## src/rtl/core/lgcd_pkg.sv

```systemverilog
// Shared widths, operation and command codes and controller states of the glyph compositor.
package lgcd_pkg;

	localparam int PAT_W      = 40;
	localparam int COL_W      = 4;
	localparam int ROW_W      = 1;
	localparam int SLOT_W     = 3;
	localparam int OP_W       = 2;
	localparam int CMD_W      = 2;
	localparam int RESULT_CAP = 40;
	localparam int CNT_W      = 6;

	localparam logic [OP_W-1:0] OP_DRAW   = 2'd0;
	localparam logic [OP_W-1:0] OP_FLUSH  = 2'd1;
	localparam logic [OP_W-1:0] OP_CLEAR  = 2'd2;
	localparam logic [OP_W-1:0] OP_UNUSED = 2'd3;

	localparam logic [CMD_W-1:0] CMD_CLEAR  = 2'd0;
	localparam logic [CMD_W-1:0] CMD_DEFINE = 2'd1;
	localparam logic [CMD_W-1:0] CMD_PLACE  = 2'd2;
	localparam logic [CMD_W-1:0] CMD_FULL   = 2'd3;

	typedef enum logic [2:0] {
		ST_IDLE,
		ST_DRAW,
		ST_SCAN,
		ST_LOOK,
		ST_PLACE,
		ST_CLEAR
	} state_t;

endpackage

```

## src/rtl/core/lgcd_item_if.sv

```systemverilog
// Input channel of the glyph compositor: one draw, flush or clear word.
interface lgcd_item_if;
	logic                         valid;
	logic                         ready;
	logic [lgcd_pkg::OP_W-1:0]    operation;
	logic [lgcd_pkg::COL_W-1:0]   column;
	logic [lgcd_pkg::ROW_W-1:0]   cell_row;
	logic [lgcd_pkg::PAT_W-1:0]   glyph_bits;

	modport source (output valid, operation, column, cell_row, glyph_bits, input ready);
	modport sink   (input valid, operation, column, cell_row, glyph_bits, output ready);
endinterface

```

## src/rtl/core/lgcd_result_if.sv

```systemverilog
// Output channel of the glyph compositor: one display command word.
interface lgcd_result_if;
	logic                         valid;
	logic                         ready;
	logic [lgcd_pkg::CMD_W-1:0]   command;
	logic [lgcd_pkg::SLOT_W-1:0]  slot;
	logic [lgcd_pkg::COL_W-1:0]   out_column;
	logic [lgcd_pkg::ROW_W-1:0]   out_row;
	logic [lgcd_pkg::PAT_W-1:0]   pattern;
	logic                         last;

	modport source (output valid, command, slot, out_column, out_row, pattern, last,
		input ready);
	modport sink   (input valid, command, slot, out_column, out_row, pattern, last,
		output ready);
endinterface

```

## src/rtl/core/lcd_glyph_compositor_dedup.sv

```systemverilog
// A draw reads the cell memory, then writes the merged pattern back.
// A clear emits one clear command word; a flush visits each cell in turn and emits the
// result words of each active cell, all gated by the single cell memory port and the
// output register; one word is in work at a time.
// Reset clears the active and used flags at once; the cell memory needs no sweep,
// since an inactive cell reads as zero.
module lcd_glyph_compositor_dedup #(
	parameter int COLUMNS   = 16,
	parameter int ROWS_N    = 2,
	parameter int SLOTS     = 8,
	parameter int LINES     = 8,
	parameter int LINE_BITS = 5
) (
	input logic            clk,
	input logic            arst_n,
	lgcd_item_if.sink      item,
	lgcd_result_if.source  result
);
	import lgcd_pkg::*;

	localparam int CELLS   = COLUMNS * ROWS_N;
	localparam int ADDR_W  = (CELLS > 1) ? $clog2(CELLS) : 1;
	localparam int WCOL_W  = (COLUMNS > 1) ? $clog2(COLUMNS) : 1;
	localparam int WROW_W  = (ROWS_N > 1) ? $clog2(ROWS_N) : 1;
	localparam int SIDX_W  = (SLOTS > 1) ? $clog2(SLOTS) : 1;
	localparam int GLYPH_W = LINES * LINE_BITS;
	localparam logic [PAT_W-1:0] GLYPH_MASK = ~({PAT_W{1'b1}} << GLYPH_W);

	state_t state_q, state_d;

	logic [PAT_W-1:0]  cell_mem [CELLS];
	logic [PAT_W-1:0]  rd_data_q;
	logic [CELLS-1:0]  active_q;
	logic [PAT_W-1:0]  glyph_q [SLOTS];
	logic [SLOTS-1:0]  used_q;

	logic [ADDR_W-1:0] c_q;
	logic [WCOL_W-1:0] wcol_q;
	logic [WROW_W-1:0] wrow_q;
	logic [CNT_W-1:0]  n_q;
	logic [SIDX_W-1:0] place_slot_q;
	logic [ADDR_W-1:0] draw_addr_q;
	logic [PAT_W-1:0]  draw_bits_q;

	logic              res_valid_q;
	logic [CMD_W-1:0]  res_cmd_q;
	logic [SLOT_W-1:0] res_slot_q;
	logic [COL_W-1:0]  res_col_q;
	logic [ROW_W-1:0]  res_row_q;
	logic [PAT_W-1:0]  res_pat_q;
	logic              res_last_q;

	logic              accept, out_free, in_grid;
	logic [ADDR_W-1:0] draw_addr;
	logic              rd_en, draw_latch, flush_start, clear_go, mem_we, tbl_we, walk_adv;
	logic [ADDR_W-1:0] rd_addr;
	logic              emit, emit_last;
	logic [CMD_W-1:0]  emit_cmd;
	logic [SLOT_W-1:0] emit_slot;
	logic [COL_W-1:0]  emit_col;
	logic [ROW_W-1:0]  emit_row;
	logic [PAT_W-1:0]  emit_pat;
	logic              hit, free_found, more_active, cap_last, cell_last;
	logic [SIDX_W-1:0] hit_idx, free_idx;
	logic [CELLS-1:0]  above_mask;

	assign accept    = item.valid && item.ready;
	assign out_free  = !res_valid_q || result.ready;
	assign in_grid   = (int'(item.column) < COLUMNS) && (int'(item.cell_row) < ROWS_N);
	assign draw_addr = ADDR_W'(int'(item.cell_row) * COLUMNS + int'(item.column));

	assign item.ready = (state_q == ST_IDLE);

	// A flush result closes the item when no active cell lies beyond the current one or the result cap is reached.
	assign above_mask  = ({CELLS{1'b1}} << c_q) << 1;
	assign more_active = |(active_q & above_mask);
	assign cap_last    = (n_q == CNT_W'(RESULT_CAP - 1));
	assign cell_last   = !more_active || cap_last;

	always_comb begin
		hit        = 1'b0;
		hit_idx    = '0;
		free_found = 1'b0;
		free_idx   = '0;
		for (int s = SLOTS - 1; s >= 0; s--) begin
			if (used_q[s] && (glyph_q[s] == rd_data_q)) begin
				hit     = 1'b1;
				hit_idx = SIDX_W'(s);
			end
			if (!used_q[s]) begin
				free_found = 1'b1;
				free_idx   = SIDX_W'(s);
			end
		end
	end

	always_comb begin
		state_d = state_q;
		case (state_q)
			ST_IDLE: begin
				if (accept) begin
					case (item.operation)
						OP_DRAW:  state_d = in_grid ? ST_DRAW : ST_IDLE;
						OP_FLUSH: state_d = ST_SCAN;
						OP_CLEAR: state_d = ST_CLEAR;
						default:  state_d = ST_IDLE;
					endcase
				end
			end
			ST_DRAW: state_d = ST_IDLE;
			ST_SCAN: begin
				if (active_q[c_q]) begin
					state_d = ST_LOOK;
				end else if (c_q == ADDR_W'(CELLS - 1)) begin
					state_d = ST_IDLE;
				end
			end
			ST_LOOK: begin
				if (out_free) begin
					if (emit_last) begin
						state_d = ST_IDLE;
					end else if (!hit && free_found) begin
						state_d = ST_PLACE;
					end else begin
						state_d = ST_SCAN;
					end
				end
			end
			ST_PLACE: begin
				if (out_free) begin
					state_d = emit_last ? ST_IDLE : ST_SCAN;
				end
			end
			ST_CLEAR: begin
				if (out_free) begin
					state_d = ST_IDLE;
				end
			end
			default: state_d = ST_IDLE;
		endcase
	end

	always_comb begin
		rd_en       = 1'b0;
		rd_addr     = c_q;
		draw_latch  = 1'b0;
		flush_start = 1'b0;
		clear_go    = 1'b0;
		mem_we      = 1'b0;
		tbl_we      = 1'b0;
		walk_adv    = 1'b0;
		emit        = 1'b0;
		emit_cmd    = CMD_CLEAR;
		emit_slot   = '0;
		emit_col    = '0;
		emit_row    = '0;
		emit_pat    = '0;
		emit_last   = 1'b0;
		case (state_q)
			ST_IDLE: begin
				if (accept) begin
					case (item.operation)
						OP_DRAW: begin
							if (in_grid) begin
								rd_en      = 1'b1;
								rd_addr    = draw_addr;
								draw_latch = 1'b1;
							end
						end
						OP_FLUSH: flush_start = 1'b1;
						OP_CLEAR: clear_go = 1'b1;
						default: ;
					endcase
				end
			end
			ST_DRAW: mem_we = 1'b1;
			ST_SCAN: begin
				if (active_q[c_q]) begin
					rd_en = 1'b1;
				end else begin
					walk_adv = 1'b1;
				end
			end
			ST_LOOK: begin
				if (out_free) begin
					emit = 1'b1;
					if (hit) begin
						emit_cmd  = CMD_PLACE;
						emit_slot = SLOT_W'(hit_idx);
						emit_col  = COL_W'(wcol_q);
						emit_row  = ROW_W'(wrow_q);
						emit_last = cell_last;
						walk_adv  = !cell_last;
					end else if (free_found) begin
						emit_cmd  = CMD_DEFINE;
						emit_slot = SLOT_W'(free_idx);
						emit_pat  = rd_data_q;
						emit_last = cap_last;
						tbl_we    = 1'b1;
					end else begin
						emit_cmd  = CMD_FULL;
						emit_col  = COL_W'(wcol_q);
						emit_row  = ROW_W'(wrow_q);
						emit_pat  = rd_data_q;
						emit_last = cell_last;
						walk_adv  = !cell_last;
					end
				end
			end
			ST_PLACE: begin
				if (out_free) begin
					emit      = 1'b1;
					emit_cmd  = CMD_PLACE;
					emit_slot = SLOT_W'(place_slot_q);
					emit_col  = COL_W'(wcol_q);
					emit_row  = ROW_W'(wrow_q);
					emit_last = cell_last;
					walk_adv  = !cell_last;
				end
			end
			ST_CLEAR: begin
				if (out_free) begin
					emit      = 1'b1;
					emit_cmd  = CMD_CLEAR;
					emit_last = 1'b1;
				end
			end
			default: ;
		endcase
	end

	// Cell memory: one port, registered read; an inactive cell is treated as blank.
	always_ff @(posedge clk) begin
		if (mem_we) begin
			cell_mem[draw_addr_q] <= (active_q[draw_addr_q] ? rd_data_q : '0) | draw_bits_q;
		end
		if (rd_en) begin
			rd_data_q <= cell_mem[rd_addr];
		end
	end

	always_ff @(posedge clk) begin
		if (tbl_we) begin
			glyph_q[free_idx] <= rd_data_q;
		end
		if (tbl_we) begin
			place_slot_q <= free_idx;
		end
		if (draw_latch) begin
			draw_addr_q <= draw_addr;
			draw_bits_q <= item.glyph_bits & GLYPH_MASK;
		end
		if (emit) begin
			res_cmd_q  <= emit_cmd;
			res_slot_q <= emit_slot;
			res_col_q  <= emit_col;
			res_row_q  <= emit_row;
			res_pat_q  <= emit_pat;
			res_last_q <= emit_last;
		end
	end

	always_ff @(posedge clk or negedge arst_n) begin
		if (!arst_n) begin
			state_q     <= ST_IDLE;
			active_q    <= '0;
			used_q      <= '0;
			c_q         <= '0;
			wcol_q      <= '0;
			wrow_q      <= '0;
			n_q         <= '0;
			res_valid_q <= 1'b0;
		end else begin
			state_q <= state_d;
			if (mem_we) begin
				active_q[draw_addr_q] <= 1'b1;
			end
			if (clear_go) begin
				active_q <= '0;
				used_q   <= '0;
			end
			if (tbl_we) begin
				used_q[free_idx] <= 1'b1;
			end
			if (flush_start) begin
				c_q    <= '0;
				wcol_q <= '0;
				wrow_q <= '0;
				n_q    <= '0;
			end else if (walk_adv) begin
				c_q <= c_q + 1'b1;
				if (wcol_q == WCOL_W'(COLUMNS - 1)) begin
					wcol_q <= '0;
					wrow_q <= wrow_q + 1'b1;
				end else begin
					wcol_q <= wcol_q + 1'b1;
				end
			end
			if (emit) begin
				n_q <= n_q + 1'b1;
			end
			if (emit) begin
				res_valid_q <= 1'b1;
			end else if (result.ready) begin
				res_valid_q <= 1'b0;
			end
		end
	end

	assign result.valid      = res_valid_q;
	assign result.command    = res_cmd_q;
	assign result.slot       = res_slot_q;
	assign result.out_column = res_col_q;
	assign result.out_row    = res_row_q;
	assign result.pattern    = res_pat_q;
	assign result.last       = res_last_q;

	// A new glyph definition must always land in a slot that then reads as used.
	a_define_marks_used: assert property (@(posedge clk) disable iff (!arst_n)
		tbl_we |=> used_q[$past(free_idx)])
		else $error("defined slot not marked used");

	// The walk index never runs past the last cell while scanning.
	a_walk_in_range: assert property (@(posedge clk) disable iff (!arst_n)
		(state_q == ST_SCAN) |-> (int'(c_q) < CELLS))
		else $error("walk index beyond the screen");

	// Used slots are only released by a clear word.
	a_used_monotonic: assert property (@(posedge clk) disable iff (!arst_n)
		!clear_go |=> ($countones(used_q) >= $past($countones(used_q))))
		else $error("used slot released without a clear");

endmodule
```

## src/flat_wrapper.sv

```systemverilog
// flat-port wrapper written by rule: the top's interface ports become plain ports
module lcd_glyph_compositor_dedup_flat import lgcd_pkg::*;
#(
	parameter int COLUMNS   = 16,
	parameter int ROWS_N    = 2,
	parameter int SLOTS     = 8,
	parameter int LINES     = 8,
	parameter int LINE_BITS = 5
)
  (clk, arst_n, item_valid, item_operation, item_column, item_cell_row, item_glyph_bits, item_ready, result_valid, result_command, result_slot, result_out_column, result_out_row, result_pattern, result_last, result_ready);
  lgcd_item_if item_i ();
  lgcd_result_if result_i ();
  input logic clk;
  input logic arst_n;
  input wire logic [$bits(item_i.valid)-1:0] item_valid;
  input wire logic [$bits(item_i.operation)-1:0] item_operation;
  input wire logic [$bits(item_i.column)-1:0] item_column;
  input wire logic [$bits(item_i.cell_row)-1:0] item_cell_row;
  input wire logic [$bits(item_i.glyph_bits)-1:0] item_glyph_bits;
  output wire logic [$bits(item_i.ready)-1:0] item_ready;
  output wire logic [$bits(result_i.valid)-1:0] result_valid;
  output wire logic [$bits(result_i.command)-1:0] result_command;
  output wire logic [$bits(result_i.slot)-1:0] result_slot;
  output wire logic [$bits(result_i.out_column)-1:0] result_out_column;
  output wire logic [$bits(result_i.out_row)-1:0] result_out_row;
  output wire logic [$bits(result_i.pattern)-1:0] result_pattern;
  output wire logic [$bits(result_i.last)-1:0] result_last;
  input wire logic [$bits(result_i.ready)-1:0] result_ready;
  assign item_i.valid = item_valid;
  assign item_i.operation = item_operation;
  assign item_i.column = item_column;
  assign item_i.cell_row = item_cell_row;
  assign item_i.glyph_bits = item_glyph_bits;
  assign item_ready = item_i.ready;
  assign result_valid = result_i.valid;
  assign result_command = result_i.command;
  assign result_slot = result_i.slot;
  assign result_out_column = result_i.out_column;
  assign result_out_row = result_i.out_row;
  assign result_pattern = result_i.pattern;
  assign result_last = result_i.last;
  assign result_i.ready = result_ready;
  lcd_glyph_compositor_dedup #(.COLUMNS(COLUMNS), .ROWS_N(ROWS_N), .SLOTS(SLOTS), .LINES(LINES), .LINE_BITS(LINE_BITS)) u_core (.clk(clk), .arst_n(arst_n), .item(item_i), .result(result_i));
endmodule
```

## config.mk

```make
export PLATFORM = sky130hd
export DESIGN_NAME = lcd_glyph_compositor_dedup_flat
export DESIGN_NICKNAME = d
export VERILOG_FILES = /design/src/rtl/core/lgcd_pkg.sv /design/src/rtl/core/lgcd_item_if.sv /design/src/rtl/core/lgcd_result_if.sv /design/src/rtl/core/lcd_glyph_compositor_dedup.sv /design/src/flat_wrapper.sv
export SDC_FILE = /design/constraint.sdc
export NUM_CORES = 2
export LEC_CHECK = 0
export BUFFER_PORTS_ARGS = -buffer_cell sky130_fd_sc_hd__buf_2
export CAP_MARGIN = 20
export CORE_MARGIN = 8
export CORE_UTILIZATION = 25
export CTS_CLUSTER_DIAMETER = 40
export DETAILED_ROUTE_END_ITERATION = 10
export SYNTH_ARGS = -nofsm -noshare
export SYNTH_HDL_FRONTEND = slang
export SYNTH_SLANG_ARGS = --single-unit
```

## constraint.sdc

```tcl
create_clock -name clk -period 6.7 [get_ports clk]
set_input_delay 0 -clock clk [delete_from_list [all_inputs] [get_ports clk]]
set_output_delay 0 -clock clk [all_outputs]
set_load 0.03 [all_outputs]
```

After elaboration in Yosys (flattened, before gate mapping)
Memories as Yosys holds them, arrays and structs flattened. A register that Yosys moved wholly into a read port is not among the register bits.
Cells that the tools add are included.

operators by class
  bitwise operators = 6
  reductions and logical operators = 30
  magnitude comparators = 5
  add/sub/neg operators = 5
  equal/unequal tests = 23
  muxes and demuxes = 124
  shifts and indexed selects = 1

operators with widths
  operator                                                    number
  == test 40 bit                                              8
  two-way mux 3 bit                                           28
  two-way mux 32 bit                                          2
  two-way mux 1 bit                                           59
  two-way mux 40 bit                                          1
  OR 40 bit                                                   1
  AND 32 bit                                                  1
  OR 32 bit                                                   1
  OR reduction 32 bit                                         1
  << shifter 32 x 5 -> 31 bit, first input constant           1
  two-way mux 4 bit                                           7
  two-way mux 5 bit                                           5
  two-way mux 8 bit                                           2
  case mux 3 bit (5 select lines)                             1
  logical AND 1 bit                                           12
  less-than comparator 5 x 6 -> 1 bit, second input constant  2
  two-way mux 6 bit                                           2
  binary-select mux 1 bit (select 5 bit)                      2
  two-way mux 2 bit                                           5
  nonzero test 2 bit                                          5
  case mux 3 bit (3 select lines)                             1
  OR 8 bit                                                    1
  case mux 4 bit (2 select lines)                             1
  adder 6 x 1 -> 6 bit, second input constant                 1
  other kinds (32)                                            44

storage, ports and cells
  input port bits = 51
  RAM bits = 1600
  output and inout port bits = 53
  register bits = 159
  word-level logic and storage cells = 213
  memories kept = 2

memories
  name             words  bits a word  rd ports  clocked after Yosys merged registers in  wr ports  RTL line                          text
  u_core.cell_mem  32     40           1         1                                        1         lcd_glyph_compositor_dedup.sv:31  logic [PAT_W-1:0] cell_mem [CELLS];
  u_core.glyph_q   8      40           8         0                                        1         lcd_glyph_compositor_dedup.sv:34  logic [PAT_W-1:0] glyph_q [SLOTS];

Longest topological paths before layout
An unclocked memory read counts as a cell.

  depth in word-level cells = 17
  gate-level depth with buffers = 13
  gate-level depth less buffers = 11

Least setup slack after synthesis
Ideal clock, no wire load.

  path type = register to register
  from = register u_core.rd_data_q[34] (read register of u_core.cell_mem)
  to = memory u_core.glyph_q[5][0] (enable)
  arrival time = 6.133 ns
  cell stages (with the launch flop) = 12
  required time = 6.163 ns
  slack = 0.030 ns
  library setup time = 0.537 ns
  path buffers = 3
  clock period less this slack = 6.670 ns
  path through = edfxtp_1 > buf_4 > xnor2_1 > nand4_1 > nor2_1 > and4_1 > or4_1 > buf_4 > nor3_4 > nand2_2 > buf_6 > nor4_1

between the ends
  cells in the longest elaborated chain, start to end = 15
  elaborated cells on any way between the ends = 29
  classes of those cells = 8 x eq/ne; 13 x mux; 8 x reduce/logical

ends and longest elaborated chain
  item                                         RTL line                           text
  from (decl)                                  lcd_glyph_compositor_dedup.sv:32   logic [PAT_W-1:0] rd_data_q;
  == test 40 bit                               lcd_glyph_compositor_dedup.sv:86   if (used_q[s] && (glyph_q[s] == rd_data_q)) begin
  logical AND 1 bit                            lcd_glyph_compositor_dedup.sv:86
  two-way mux 1 bit (7 in a row)               lcd_glyph_compositor_dedup.sv:86
  two-way mux 1 bit (*)                        lcd_glyph_compositor_dedup.sv:86
  two-way mux 1 bit (*)                        lcd_glyph_compositor_dedup.sv:187  if (hit) begin
  two-way mux 1 bit (*)                        lcd_glyph_compositor_dedup.sv:185  if (out_free) begin
  two-way mux 1 bit (*)                        lcd_glyph_compositor_dedup.sv:159  case (state_q)
  two-way mux 1 bit (*)                        lcd_glyph_compositor_dedup.sv:243  if (tbl_we) begin
  two-way mux 1 bit (not written as such) (*)  lcd_glyph_compositor_dedup.sv:244  glyph_q[free_idx] <= rd_data_q;
  to (decl)                                    lcd_glyph_compositor_dedup.sv:34

Every way passes the cells marked *; elsewhere a longest branch is shown, timed or not.

Final worst setup path
  from = register u_core.state_q[0]
  to = register u_core.rd_data_q[7] (read register of u_core.cell_mem) (data pin)

between the ends
  cells in the longest elaborated chain, start to end = 4
  elaborated cells on any way between the ends = 7
  classes of those cells = 1 x eq/ne; 4 x mux; 2 x reduce/logical

ends and longest elaborated chain
  item                                                                  RTL line                                                             text
  from (decl)                                                           lcd_glyph_compositor_dedup.sv:29                                     state_t state_q, state_d;
  from (signal assigned)                                                lcd_glyph_compositor_dedup.sv:274                                    state_q <= state_d;
  logical NOT 3 bit                                                     lcd_glyph_compositor_dedup.sv:72, lcd_glyph_compositor_dedup.sv:159
  logical AND 1 bit                                                     lcd_glyph_compositor_dedup.sv:67                                     assign accept = item.valid && item.ready;
  two-way mux 1 bit or two-way mux 5 bit (tied branches)                lcd_glyph_compositor_dedup.sv:161                                    if (accept) begin
  case mux 1 bit (2 select lines) or two-way mux 5 bit (tied branches)  lcd_glyph_compositor_dedup.sv:159

Parallel ways exist; a longest one is shown, timed or not.
A chain may end at the register's enable or synchronous reset.

==> flow_summary.yaml <==
cts:
  clk_path_buf_depth: 3
  clock-root-buffer: "clkbuf_16"
  htree_levels: 4
  clk_latency_ns: 0.87
  cts_tree: "yes"
  ctsResizeCount: 0
  clk_pin_slew_worst_paths_ns: 0.06
  postCtsSetupRepairBufs: 0
  postCtsHoldBufs: 94
  cts_made_buffers: 205
  clock-sinks: 1799
timing:
  period_share_pct: 71.1
  relSlewSlack_pct: 20.9
  post-route-min-period_ns: 4.76
  hold_slack_ns: 0.0864
  finClkSkew_ns: 0.0960
  setup-violations-final: 0
  drv_slew: 0
  tightestPinTransition_ns: 1.19
  finalSetupTns_ns: 0
  rsz0062_at_grt: "no"
  layout_setup_ws_ns: 1.94
  fmax_mhz: 210
  hold_viol_final: 0
floorplanning:
  initial_utilization_pct: 25.1
  io_pins: 104
  die_x_microns: 553
  row_count: 197
  die_height_microns: 553
  coreArea_sq_mm: 0.287
  die_area_sq_mm: 0.305
placed_design:
  pre_cts_slack_ns: 2.05
  portBuffers: 103
  hpwl_microns: 106000
  gp_congestion: 0.806
cells_and_area:
  final_cell_mix: "1739 x edfxtp_1, 423 x nand2_1, 332 x mux4_2"
  fin_nets: 4335
  areaGrowthSynthToFinish_pct: 18.5
  layout_commonest_cell: "edfxtp_1"
  drive_above_1_share_pct: 21.1
grt:
  antenna_found_initial: 4
  grt_start_max_net_pins: 160
  track_usage_pct: 12.4
  grt_pass1_wl_microns: 283000
  overflow: 0
  grt_pass1_vias: 39000
setup_path:
  crit_family: "simple AND/OR/NAND/NOR gates"
  critPathMostFrequentCell: "nand2_1"
  endpoint_kind: "register"
  critPathLaunchType: "register"
  cp_slowest_cell: "mux2i_4"
  crit_type: "reg -> reg"
  critPathMaxFanout: 136
  crit_buf_inv: 1
  crit_arrival_ns: 5.25
  path_cells: "nor4_4, nand3b_1, mux2i_4, buf_12, mux4_2, nand2_1, nand3_1, nand2_1, o21ai_1"
  critPathRequiredTime_ns: 7.18
  cp_slowest_stage_delay_ns: 0.68
  r2r_slack_ns: 1.94
power_and_ir_drop:
  switching_share_pct: 27.3
  seqPwrFrac_pct: 44.6
  pwr-share-clk_pct: 37.6
  power_frac_comb_pct: 17.8
  powerDensity_mw_per_mm2: 351
  p_switching_mw: 8.19
  internal_power_mw: 21.8
  power.leakage_nw: 27.3
  ir_worst_vdd_uv: 326
routing:
  postRouteAntennaNets: 0
  route.detailed.drc: 0
  drt-total-wl_microns: 197000
  first_pass_iters: 5
  viasPerCell: 4.69
  drt_iter0_markers: 4290
  drt-wirelength-per-cell_microns: 23.9
  vias: 38600
logic_synthesis:
  synth_flop_cell: "edfxtp_1"
  synth_top_area_share_pct: 72.5
  yosysUniqueCellTypes: 67
  syn_avg_cell_area_sq_um: 18.2
  synth_warnings: 0
  syn_inst: 3962
  synth_area_sq_mm: 0.0720
  yosys.area.top_type: "edfxtp_1"
  synthArstFlopShare_pct: 3.34
  syn_nets: 4020
  ys_ff_latch: 1799
  synth_edf_count: 1739
  synth_area_leaders: "edfxtp_1 73%, mux4_2 10%, nand2_1 2.2%"
  ys_seq_area_share_pct: 74.6
job:
  drv_cap: 0
hold_path:
  hp-class: "in -> reg"
status:
  status: "finished, final reports clean"
[sequential cells by signal, indices dropped and copies added (netlist names), 6 cells and up]
register               flops
u_core.result.pattern     40
u_core.used_q              8
u_core.active_q           32
u_core.draw_bits_q        40
u_core.glyph_q           320
u_core.n_q                 6
u_core.rd_data_q          40
u_core.cell_mem         1280
[cells in the mapped netlist (5+ instances only)]
master    instances
buf_6            12
nand2b_1          9
o21ai_1          41
edfxtp_1       1739
a31oi_1           6
ha_1              7
mux2i_1          13
nand2_1         423
nor4_1           55
o21ai_0          25
xor2_1          147
nand4_1          87
and2_1           45
nor2b_1          14
and4_1            6
nand3b_1          5
xnor2_1         178
inv_1            22
or4_1            10
buf_4            60
buf_1             8
o211ai_1          6
buf_2            43
dfrtp_1          60
and3_1            8
a21oi_1          24
o22ai_1           7
mux4_2          332
nor3_1           32
a21o_1           43
o21a_1           32
or2_2             6
nor2_1           69
clkbuf_1         85
o41ai_1           6
nand3_1         240
[power by group through the flow]
stage          clock network [mW]  registers [mW]  logic, mW
2_1_floorplan                   0            13.6       3.87
3_3_place_gp                    0            13.6       5.30
3_5_place_dp                    0            13.6       5.35
4_1_cts                      11.4            13.4       5.41
5_1_grt                      11.9            13.4       5.78
6_report                     11.3            13.4       5.34
[layout make-up]
cell class / instances / area [sq um]
Fill cell: 27800 / 202000
Clock inverter: 147 / 1690
Inverter: 25 / 93.8
Timing Repair Buffer: 316 / 2480
Antenna cell: 1 / 2.50
Tap cell: 3781 / 4730
Multi-Input combinational cell: 1930 / 17400
Sequential cell: 1799 / 53700
Clock buffer: 229 / 5220
[layer usage]
layer | share of wire (%) | global-route usage [%] | vias up
met5 | 0 | 0 | -
met1 | 41 | 16.3 | 20600
met4 | 2.7 | 3.57 | 0
met2 | 50 | 21.4 | 1460
li1 | - | - | 16300
met3 | 6.6 | 1.93 | 277
[through the flow]
stage | std cells | cell area [sq um] | power [mW] | util, %
2_1_floorplan | 3962 | 72000 | 17.4 | -
3_3_place_gp | 7755 | 77400 | 18.9 | 27.0
3_5_place_dp | 7755 | 77400 | 19.0 | 27.0
4_1_cts | 8225 | 85300 | 30.2 | 29.7
5_1_grt | 8227 | 85300 | 31.0 | 29.7
6_report | 8228 | 85300 | 30.0 | 29.7
[cells by family (layout without fill, tap and decap cells)]
| family | count (synthesis) | count (layout) | share of synthesized area [%] |
|---|---|---|---|
| DFF | 1799 | 1799 | 74.6 |
| and+or+nand+nor | 1034 | 1034 | 6.98 |
| muxes | 350 | 350 | 10.7 |
| xor gates and xnor gates | 325 | 325 | 3.95 |
| buffers and inverters | 233 | 717 | 1.73 |
| AOI/OAI and AO/OA | 214 | 214 | 1.94 |
| adders and majority gates | 7 | 7 | 0.122 |
| other | 0 | 1 | 0 |
[path summary, 6_finish.rpt]
path / startpoint / endpoint / depth (start not counted)
worst min-delay path: item_column[1] / u_core.draw_addr_q[1] / 2
worst min register to register: u_core.wrow_q / u_core.wrow_q / 1
min in group asynchronous: arst_n / u_core.n_q[2] / 4
worst max-delay path: u_core.state_q[0] / u_core.rd_data_q[7] / 9
worst max register to register: u_core.state_q[0] / u_core.rd_data_q[7] / 9
max in group asynchronous: arst_n / u_core.c_q[1] / 4
Note: power is estimated with default switching activity, not from simulation.
